$ cat src/hw/rtl/gregorian_date_difference_macros.svh
// Assertion macros used by the file that checks the block.
`ifndef GREGORIAN_DATE_DIFFERENCE_MACROS_SVH
`define GREGORIAN_DATE_DIFFERENCE_MACROS_SVH

// Consequent must hold in the same cycle as the antecedent.
`define GDD_ASSERT_SAME(lbl, clk_s, rst_s, ante, cons) \
	lbl: assert property (@(posedge clk_s) disable iff (!rst_s) (ante) |-> (cons)) \
		else $error("same-cycle property failed");

// Consequent must hold in the cycle after the antecedent.
`define GDD_ASSERT_NEXT(lbl, clk_s, rst_s, ante, cons) \
	lbl: assert property (@(posedge clk_s) disable iff (!rst_s) (ante) |=> (cons)) \
		else $error("next-cycle property failed");

`endif

$ cat src/hw/rtl/gdd_pkg.sv
`timescale 1ns / 1ps

package gdd_pkg;

	localparam int DAY_W    = 5;
	localparam int MONTH_W  = 4;
	localparam int YEAR_W   = 14;
	localparam int YY_W     = 15;
	localparam int Q_W      = 8;
	localparam int DN_W     = 23;
	localparam int COUNT_W  = 22;

	localparam logic [COUNT_W-1:0] COUNT_MAX = 22'd4194303;
	localparam logic [YY_W-1:0] YEAR_OFFSET = 15'd400;

	// Reciprocal of 25 scaled by two to the seventeenth; exact for the quarter-years used.
	localparam logic [12:0] RECIP_25 = 13'd5243;
	localparam int RECIP_SHIFT = 17;

	localparam logic [MONTH_W-1:0] MONTH_FEB = 4'd2;

	typedef struct packed {
		logic load;
		logic div;
		logic day;
		logic fin;
		logic sel_end;
	} gdd_cmd_t;

	typedef struct packed {
		logic out_stall;
	} gdd_status_t;

	function automatic logic [DAY_W-1:0] month_length(input logic [MONTH_W-1:0] m,
			input logic leap);
		logic [DAY_W-1:0] len;
		case (m)
			4'd1, 4'd3, 4'd5, 4'd7, 4'd8, 4'd10, 4'd12: len = 5'd31;
			4'd4, 4'd6, 4'd9, 4'd11: len = 5'd30;
			4'd2: len = leap ? 5'd29 : 5'd28;
			default: len = 5'd0;
		endcase
		return len;
	endfunction

	// Days before the first of the month, counting the year from March.
	function automatic logic [8:0] month_offset(input logic [MONTH_W-1:0] m);
		logic [8:0] off;
		case (m)
			4'd3: off = 9'd0;
			4'd4: off = 9'd31;
			4'd5: off = 9'd61;
			4'd6: off = 9'd92;
			4'd7: off = 9'd122;
			4'd8: off = 9'd153;
			4'd9: off = 9'd184;
			4'd10: off = 9'd214;
			4'd11: off = 9'd245;
			4'd12: off = 9'd275;
			4'd1: off = 9'd306;
			4'd2: off = 9'd337;
			default: off = 9'd0;
		endcase
		return off;
	endfunction

endpackage

$ cat src/hw/rtl/gdd_in_if.sv
`timescale 1ns / 1ps

interface gdd_in_if;
	logic valid;
	logic ready;
	logic [4:0] start_day;
	logic [3:0] start_month;
	logic [13:0] start_year;
	logic [4:0] end_day;
	logic [3:0] end_month;
	logic [13:0] end_year;
	logic include_end_day;

	modport source (
		output valid, start_day, start_month, start_year,
		output end_day, end_month, end_year, include_end_day,
		input ready
	);

	modport sink (
		input valid, start_day, start_month, start_year,
		input end_day, end_month, end_year, include_end_day,
		output ready
	);
endinterface

$ cat src/hw/rtl/gdd_out_if.sv
`timescale 1ns / 1ps

interface gdd_out_if;
	logic valid;
	logic ready;
	logic [21:0] day_count;
	logic invalid_date;

	modport source (
		output valid, day_count, invalid_date,
		input ready
	);

	modport sink (
		input valid, day_count, invalid_date,
		output ready
	);
endinterface

$ cat src/hw/rtl/gdd_ctrl.sv
`timescale 1ns / 1ps

module gdd_ctrl (
	input logic clk,
	input logic arst_n,
	input logic in_valid,
	output logic in_ready,
	input gdd_pkg::gdd_status_t status,
	output gdd_pkg::gdd_cmd_t cmd
);

	typedef enum logic [5:0] {
		ST_IDLE  = 6'b000001,
		ST_DIV_S = 6'b000010,
		ST_DAY_S = 6'b000100,
		ST_DIV_E = 6'b001000,
		ST_DAY_E = 6'b010000,
		ST_FIN   = 6'b100000
	} state_t;

	state_t state_q;
	state_t state_d;

	assign in_ready = (state_q == ST_IDLE);

	always_comb begin
		state_d = state_q;
		cmd = '0;
		case (state_q)
			ST_IDLE: begin
				if (in_valid) begin
					cmd.load = 1'b1;
					state_d = ST_DIV_S;
				end
			end
			ST_DIV_S: begin
				cmd.div = 1'b1;
				state_d = ST_DAY_S;
			end
			ST_DAY_S: begin
				cmd.day = 1'b1;
				state_d = ST_DIV_E;
			end
			ST_DIV_E: begin
				cmd.div = 1'b1;
				cmd.sel_end = 1'b1;
				state_d = ST_DAY_E;
			end
			ST_DAY_E: begin
				cmd.day = 1'b1;
				cmd.sel_end = 1'b1;
				state_d = ST_FIN;
			end
			ST_FIN: begin
				if (!status.out_stall) begin
					cmd.fin = 1'b1;
					state_d = ST_IDLE;
				end
			end
			default: begin
				state_d = ST_IDLE;
			end
		endcase
	end

	always_ff @(posedge clk or negedge arst_n) begin
		if (!arst_n) begin
			state_q <= ST_IDLE;
		end else begin
			state_q <= state_d;
		end
	end

endmodule

$ cat src/hw/rtl/gdd_datapath.sv
`timescale 1ns / 1ps

module gdd_datapath (
	input logic clk,
	input logic arst_n,
	input gdd_pkg::gdd_cmd_t cmd,
	output gdd_pkg::gdd_status_t status,
	input logic [gdd_pkg::DAY_W-1:0] start_day,
	input logic [gdd_pkg::MONTH_W-1:0] start_month,
	input logic [gdd_pkg::YEAR_W-1:0] start_year,
	input logic [gdd_pkg::DAY_W-1:0] end_day,
	input logic [gdd_pkg::MONTH_W-1:0] end_month,
	input logic [gdd_pkg::YEAR_W-1:0] end_year,
	input logic include_end_day,
	output logic out_valid,
	input logic out_ready,
	output logic [gdd_pkg::COUNT_W-1:0] day_count,
	output logic invalid_date
);

	logic [gdd_pkg::DAY_W-1:0] start_day_q, end_day_q;
	logic [gdd_pkg::MONTH_W-1:0] start_month_q, end_month_q;
	logic [gdd_pkg::YEAR_W-1:0] start_year_q, end_year_q;
	logic inc_q;

	logic [gdd_pkg::Q_W-1:0] q_y_q, q_yy_q;
	logic [gdd_pkg::DN_W-1:0] dn_a_q, dn_b_q;
	logic bad_q;

	logic out_valid_q;
	logic [gdd_pkg::COUNT_W-1:0] count_q;
	logic invalid_q;

	logic [gdd_pkg::DAY_W-1:0] d_sel;
	logic [gdd_pkg::MONTH_W-1:0] m_sel;
	logic [gdd_pkg::YEAR_W-1:0] y_sel;
	logic early;
	logic [gdd_pkg::YY_W-1:0] yy;
	logic [25:0] prod_y, prod_yy;
	logic [gdd_pkg::YY_W-1:0] rem_y;
	logic leap;
	logic bad_now;
	logic [23:0] dn_sum;
	logic [gdd_pkg::DN_W-1:0] diff;
	logic [23:0] total;
	logic [gdd_pkg::COUNT_W-1:0] count_d;

	assign d_sel = cmd.sel_end ? end_day_q : start_day_q;
	assign m_sel = cmd.sel_end ? end_month_q : start_month_q;
	assign y_sel = cmd.sel_end ? end_year_q : start_year_q;

	assign early = (m_sel <= gdd_pkg::MONTH_FEB);
	assign yy = {1'b0, y_sel} + gdd_pkg::YEAR_OFFSET - {{(gdd_pkg::YY_W-1){1'b0}}, early};

	// Division by 100 as a quarter divided by 25 through the reciprocal.
	assign prod_y = {14'd0, y_sel[gdd_pkg::YEAR_W-1:2]} * {13'd0, gdd_pkg::RECIP_25};
	assign prod_yy = {13'd0, yy[gdd_pkg::YY_W-1:2]} * {13'd0, gdd_pkg::RECIP_25};

	assign rem_y = {1'b0, y_sel} - 15'({7'd0, q_y_q} * 15'd100);
	assign leap = (y_sel[1:0] == 2'b00) && ((rem_y != '0) || (q_y_q[1:0] == 2'b00));
	assign bad_now = (d_sel == '0) || (d_sel > gdd_pkg::month_length(m_sel, leap));

	assign dn_sum = 24'({9'd0, yy} * 24'd365)
		+ {11'd0, yy[gdd_pkg::YY_W-1:2]}
		- {16'd0, q_yy_q}
		+ {18'd0, q_yy_q[gdd_pkg::Q_W-1:2]}
		+ {15'd0, gdd_pkg::month_offset(m_sel)}
		+ {19'd0, d_sel}
		- 24'd1;

	assign diff = (dn_b_q > dn_a_q) ? (dn_b_q - dn_a_q) : '0;
	assign total = {1'b0, diff} + {23'd0, inc_q};
	assign count_d = (total > {2'b00, gdd_pkg::COUNT_MAX}) ? gdd_pkg::COUNT_MAX
		: total[gdd_pkg::COUNT_W-1:0];

	always_ff @(posedge clk) begin
		if (cmd.load) begin
			start_day_q <= start_day;
			start_month_q <= start_month;
			start_year_q <= start_year;
			end_day_q <= end_day;
			end_month_q <= end_month;
			end_year_q <= end_year;
			inc_q <= include_end_day;
		end
		if (cmd.div) begin
			q_y_q <= prod_y[gdd_pkg::RECIP_SHIFT+gdd_pkg::Q_W-1:gdd_pkg::RECIP_SHIFT];
			q_yy_q <= prod_yy[gdd_pkg::RECIP_SHIFT+gdd_pkg::Q_W-1:gdd_pkg::RECIP_SHIFT];
		end
		if (cmd.day) begin
			if (cmd.sel_end) begin
				dn_b_q <= dn_sum[gdd_pkg::DN_W-1:0];
				bad_q <= bad_q | bad_now;
			end else begin
				dn_a_q <= dn_sum[gdd_pkg::DN_W-1:0];
				bad_q <= bad_now;
			end
		end
		if (cmd.fin) begin
			count_q <= bad_q ? '0 : count_d;
			invalid_q <= bad_q;
		end
	end

	always_ff @(posedge clk or negedge arst_n) begin
		if (!arst_n) begin
			out_valid_q <= 1'b0;
		end else if (cmd.fin) begin
			out_valid_q <= 1'b1;
		end else if (out_ready) begin
			out_valid_q <= 1'b0;
		end
	end

	assign status.out_stall = out_valid_q && !out_ready;
	assign out_valid = out_valid_q;
	assign day_count = count_q;
	assign invalid_date = invalid_q;

endmodule

$ cat src/hw/rtl/gregorian_date_difference.sv
`timescale 1ns / 1ps
// Channel   Role    Payload
// in        sink    start_day, start_month, start_year, end_day, end_month,
//                   end_year, include_end_day
// out       source  day_count, invalid_date
//
// An item is captured, then each date goes through the shared divide-by-100
// multipliers and then the day-number adder, and a final step compares and
// saturates, after which the block is ready again.
// The result waits in an output register, so a stalled output delays only the
// final step. Reset clears the controller and the output valid flag.

`include "gregorian_date_difference_macros.svh"

module gregorian_date_difference (
	input logic clk,
	input logic arst_n,
	gdd_in_if.sink in,
	gdd_out_if.source out
);

	gdd_pkg::gdd_cmd_t cmd;
	gdd_pkg::gdd_status_t status;
	logic in_ready;

	gdd_ctrl u_ctrl (
		.clk(clk),
		.arst_n(arst_n),
		.in_valid(in.valid),
		.in_ready(in_ready),
		.status(status),
		.cmd(cmd)
	);

	gdd_datapath u_datapath (
		.clk(clk),
		.arst_n(arst_n),
		.cmd(cmd),
		.status(status),
		.start_day(in.start_day),
		.start_month(in.start_month),
		.start_year(in.start_year),
		.end_day(in.end_day),
		.end_month(in.end_month),
		.end_year(in.end_year),
		.include_end_day(in.include_end_day),
		.out_valid(out.valid),
		.out_ready(out.ready),
		.day_count(out.day_count),
		.invalid_date(out.invalid_date)
	);

	assign in.ready = in_ready;

	`GDD_ASSERT_NEXT(a_busy_after_accept, clk, arst_n, in.valid && in.ready, !in.ready && cmd.div)
	`GDD_ASSERT_SAME(a_one_command, clk, arst_n, 1'b1, $onehot0({cmd.load, cmd.div, cmd.day, cmd.fin}))
	`GDD_ASSERT_SAME(a_invalid_zero, clk, arst_n, out.valid && out.invalid_date, out.day_count == '0)
	`GDD_ASSERT_SAME(a_no_overwrite, clk, arst_n, cmd.fin, !(out.valid && !out.ready))

endmodule
$ cat src/flat_wrapper.sv
// flat-port wrapper written by rule: the top's interface ports become plain ports
module gregorian_date_difference_flat 
  (clk, arst_n, in_valid, in_start_day, in_start_month, in_start_year, in_end_day, in_end_month, in_end_year, in_include_end_day, in_ready, out_valid, out_day_count, out_invalid_date, out_ready);
  gdd_in_if in_i ();
  gdd_out_if out_i ();
  input logic clk;
  input logic arst_n;
  input wire logic [$bits(in_i.valid)-1:0] in_valid;
  input wire logic [$bits(in_i.start_day)-1:0] in_start_day;
  input wire logic [$bits(in_i.start_month)-1:0] in_start_month;
  input wire logic [$bits(in_i.start_year)-1:0] in_start_year;
  input wire logic [$bits(in_i.end_day)-1:0] in_end_day;
  input wire logic [$bits(in_i.end_month)-1:0] in_end_month;
  input wire logic [$bits(in_i.end_year)-1:0] in_end_year;
  input wire logic [$bits(in_i.include_end_day)-1:0] in_include_end_day;
  output wire logic [$bits(in_i.ready)-1:0] in_ready;
  output wire logic [$bits(out_i.valid)-1:0] out_valid;
  output wire logic [$bits(out_i.day_count)-1:0] out_day_count;
  output wire logic [$bits(out_i.invalid_date)-1:0] out_invalid_date;
  input wire logic [$bits(out_i.ready)-1:0] out_ready;
  assign in_i.valid = in_valid;
  assign in_i.start_day = in_start_day;
  assign in_i.start_month = in_start_month;
  assign in_i.start_year = in_start_year;
  assign in_i.end_day = in_end_day;
  assign in_i.end_month = in_end_month;
  assign in_i.end_year = in_end_year;
  assign in_i.include_end_day = in_include_end_day;
  assign in_ready = in_i.ready;
  assign out_valid = out_i.valid;
  assign out_day_count = out_i.day_count;
  assign out_invalid_date = out_i.invalid_date;
  assign out_i.ready = out_ready;
  gregorian_date_difference u_core (.clk(clk), .arst_n(arst_n), .in(in_i), .out(out_i));
endmodule
$ cat config.mk
export PLATFORM = sky130hd
export DESIGN_NAME = gregorian_date_difference_flat
export DESIGN_NICKNAME = d
export VERILOG_FILES = /design/src/hw/rtl/gdd_pkg.sv /design/src/hw/rtl/gdd_in_if.sv /design/src/hw/rtl/gdd_out_if.sv /design/src/hw/rtl/gdd_ctrl.sv /design/src/hw/rtl/gdd_datapath.sv /design/src/hw/rtl/gregorian_date_difference.sv /design/src/flat_wrapper.sv
export VERILOG_INCLUDE_DIRS = /design/src /design/src/hw/rtl
export SDC_FILE = /design/constraint.sdc
export NUM_CORES = 1
export LEC_CHECK = 0
export ABC_AREA = 1
export BUFFER_PORTS_ARGS = -buffer_cell sky130_fd_sc_hd__buf_2
export CORE_ASPECT_RATIO = 0.8
export CORE_MARGIN = 10
export CORE_UTILIZATION = 55
export CTS_CLUSTER_SIZE = 20
export DETAILED_ROUTE_END_ITERATION = 8
export PLACE_DENSITY = 0.83
export SYNTH_ARGS = -nofsm -noshare
export SYNTH_HDL_FRONTEND = slang
export SYNTH_HIERARCHICAL = 1
export SYNTH_SLANG_ARGS = --single-unit
$ cat constraint.sdc
create_clock -name clk -period 30.2 [get_ports clk]
set_clock_uncertainty 0.2 [all_clocks]
set_input_delay 3.02 -clock clk [delete_from_list [all_inputs] [get_ports clk]]
set_output_delay 3.02 -clock clk [all_outputs]
set_load 0.1 [all_outputs]
==> results.tsv <==
metric	value	unit
yosys_warnings	6	
required	30180	ps
die_h	189	µm
tightest_slew	1230	ps
cp_max_fo	27	
layout-drive-gt1-share	8.51	%
hp-class	reg2reg	
syn_area	19700	µm²
grt_util_all_layers	22.4	%
grt_pass1_wl	79000	µm
n_antenna_cell	0	
hold_viol_final	0	
synth_cells	2201	
crit_path_end_kind	register	
rsz0062_at_grt	false	
grt_pass1_vias	15600	
area_growth	7.92	%
tns	0	ps
cts_tree	yes	
synth_nets	2802	
antenna_found_initial	0	
fillers	2834	
worst_path_max_delay_cell	fa_1	
cts_buffer_depth	2	
insertion_delay	440	ps
period_minus_slack	11070	ps
drc	0	
dpl.hpwl	40300	µm
maxSlewHeadroom	17.9	%
gp_congestion	0.968	
drtIter0Drc	1041	
io_pins	76	
cts_resized	0	
io_buffers	75	
syn_area_per_cell	8.94	µm²
critPathKind	reg2reg	
drt-total-wl	47700	µm
dieArea	43800	µm²
die_x	231	µm
overflow	0	
cap_violations	0	
num_vias	14900	
clock_sinks	140	
htreeDepth	4	
cts_made_buffers	17	
path_clk_slew	70	ps
slew_viol_final	0	
ant_nets	0	
wl_per_cell	17.2	µm
fmax	90.3	MHz
cts_root_buf	clkbuf_16	
start_util	56.1	%
fin_crit_sh	36.7	%
arrival	11050	ps
fin_nets	2891	
critPathBufInv	6	
drt_pass1_iterations	7	
outcome	finished clean	
ys_seq_area_share	21.2	%
viasPerCell	5.38	
cts_setup_buffers	0	
ys_types	55	
hold_buffers	0	
coreArea	35000	µm²
slowest_delay	580	ps
num_rows	61	
synth_seq_cells	140	
setup_viol	0	
grt_max_degree	48	
start_kind	register	
path_delay_family	adder cells	
[synth_stat cells, drive strengths merged]
cell type  number  area [µm²]
a221oi          2        17.5
nand3b          6        45.0
a211oi          3        22.5
nor3b           2        15.0
nor3           21         110
a21oi          93         469
nor4            1        6.26
a21boi          3        22.5
xor2           67         594
or2            16         100
o21bai          6        45.0
a22oi           1        7.51
or4             1        7.51
buf             7        70.1
o21ai          60         300
nand4          37         238
o2111ai         2        17.5
dfstp           1        26.3
o221ai          2        17.5
o21a            6        45.0
o22ai           3        18.8
and2            2        12.5
xnor2          31         272
o211ai          4        30.0
nand3          70         430
edfxtp        133        3990
ha            351        4390
nand2         342        1310
dfrtp           6         150
mux2i           2        20.0
a31oi           3        18.8
o31ai           3        22.5
a21o            9        67.6
nor2          162         721
inv           539        2030
clkbuf          5        18.8
fa            199        3980
[flip-flops by register name, summed over array words and instances, names as in the netlist]
signal,cells
u_core/u_ctrl/state_q,6
u_core/u_datapath/bad_q,1
u_core/u_datapath/day_count,22
u_core/u_datapath/dn_a_q,23
u_core/u_datapath/dn_b_q,23
u_core/u_datapath/end_day_q,5
u_core/u_datapath/end_month_q,4
u_core/u_datapath/end_year_q,14
u_core/u_datapath/inc_q,1
u_core/u_datapath/invalid_date,1
u_core/u_datapath/out_valid,1
u_core/u_datapath/q_y_q,8
u_core/u_datapath/q_yy_q,8
u_core/u_datapath/start_day_q,5
u_core/u_datapath/start_month_q,4
u_core/u_datapath/start_year_q,14
[kinds of logic after synthesis]
family,Yosys count,share of synthesized area [%]
DFF,140,21.2
and+or+nand+nor,660,15.2
adders and majority gates,550,42.6
muxes,2,0.102
AOI/OAI and AO/OA,200,5.71
xor gates and xnor gates,98,4.40
buffers and inverters,551,10.8
[routing by layer]
layer  global-route usage (%)  share of wire [%]  wire, µm  vias to the layer above
met2                     38.0                 48     22800                      526
met5                        0                  0         0                        -
met3                     3.03                7.2      3410                       80
li1                         -                  -         -                     7173
met1                     29.3                 43     20400                     7150
met4                     6.72                2.3      1090                        0
[worst min-delay path, delay by kind of cell (launching register included)]
family,cells,cell delay [ps]
and+or+nand+nor,2,170
DFF,1,390
[per-stage QoR]
step	cell area, µm²	setup WS, ps	hold WS, ps	util [%]	cells
final	21200	19130	402	60.6	2775
after global routing	21200	18210	439	60.6	2775
after CTS	21200	19300	405	60.6	2775
after detailed placement	20600	19500	396	58.8	2743
after global placement	20600	19870	381	58.8	2743
after floorplan	19700	20740	315	-	2201
[placed cells by master (no fill, tap or decap), types with 16 or more instances in the layout]
| cell type | instances |
|---|---|
| or2_2 | 16 |
| fa_1 | 199 |
| nor2_2 | 32 |
| clkbuf_16 | 17 |
| xnor2_1 | 31 |
| edfxtp_1 | 133 |
| nor3_1 | 19 |
| xor2_1 | 66 |
| o21ai_0 | 59 |
| inv_1 | 535 |
| nand4_1 | 36 |
| nand3_1 | 60 |
| ha_1 | 351 |
| buf_2 | 75 |
| a21oi_1 | 92 |
| nand2_1 | 333 |
| nor2_1 | 125 |
[area by class of cell]
type | count | area (µm²) | share of cell area [%]
multi-input cells | 1510 | 13400 | 63.1
flip-flops and latches | 140 | 4170 | 19.6
inverters | 539 | 2030 | 9.56
well taps | 472 | 591 | 2.78
repair buffers | 82 | 428 | 2.02
clock buffers | 17 | 425 | 2.00
clock inverters | 15 | 193 | 0.908
[worst paths after layout]
path,from,depth (start not counted),slack [ps],end
max,u_core/u_ctrl/state_q[0]$_DFFE_PN1P_,42,19130,u_core/u_datapath/dn_a_q[20]$_DFFE_PP_
min,u_core/u_ctrl/state_q[0]$_DFFE_PN1P_,2,400,u_core/u_ctrl/state_q[1]$_DFFE_PN0P_
max reg2reg,u_core/u_ctrl/state_q[0]$_DFFE_PN1P_,42,19130,u_core/u_datapath/dn_a_q[20]$_DFFE_PP_
min reg2reg,u_core/u_ctrl/state_q[0]$_DFFE_PN1P_,2,400,u_core/u_ctrl/state_q[1]$_DFFE_PN0P_
max in group asynchronous,arst_n,1,27360,u_core/u_ctrl/state_q[0]$_DFFE_PN1P_
min in group asynchronous,arst_n,1,2220,u_core/u_datapath/out_valid$_DFFE_PN0P_
Power is left out: the tool's default activity adds up to more than one toggle a clock period on the data nets, which glitch-free logic cannot reach.
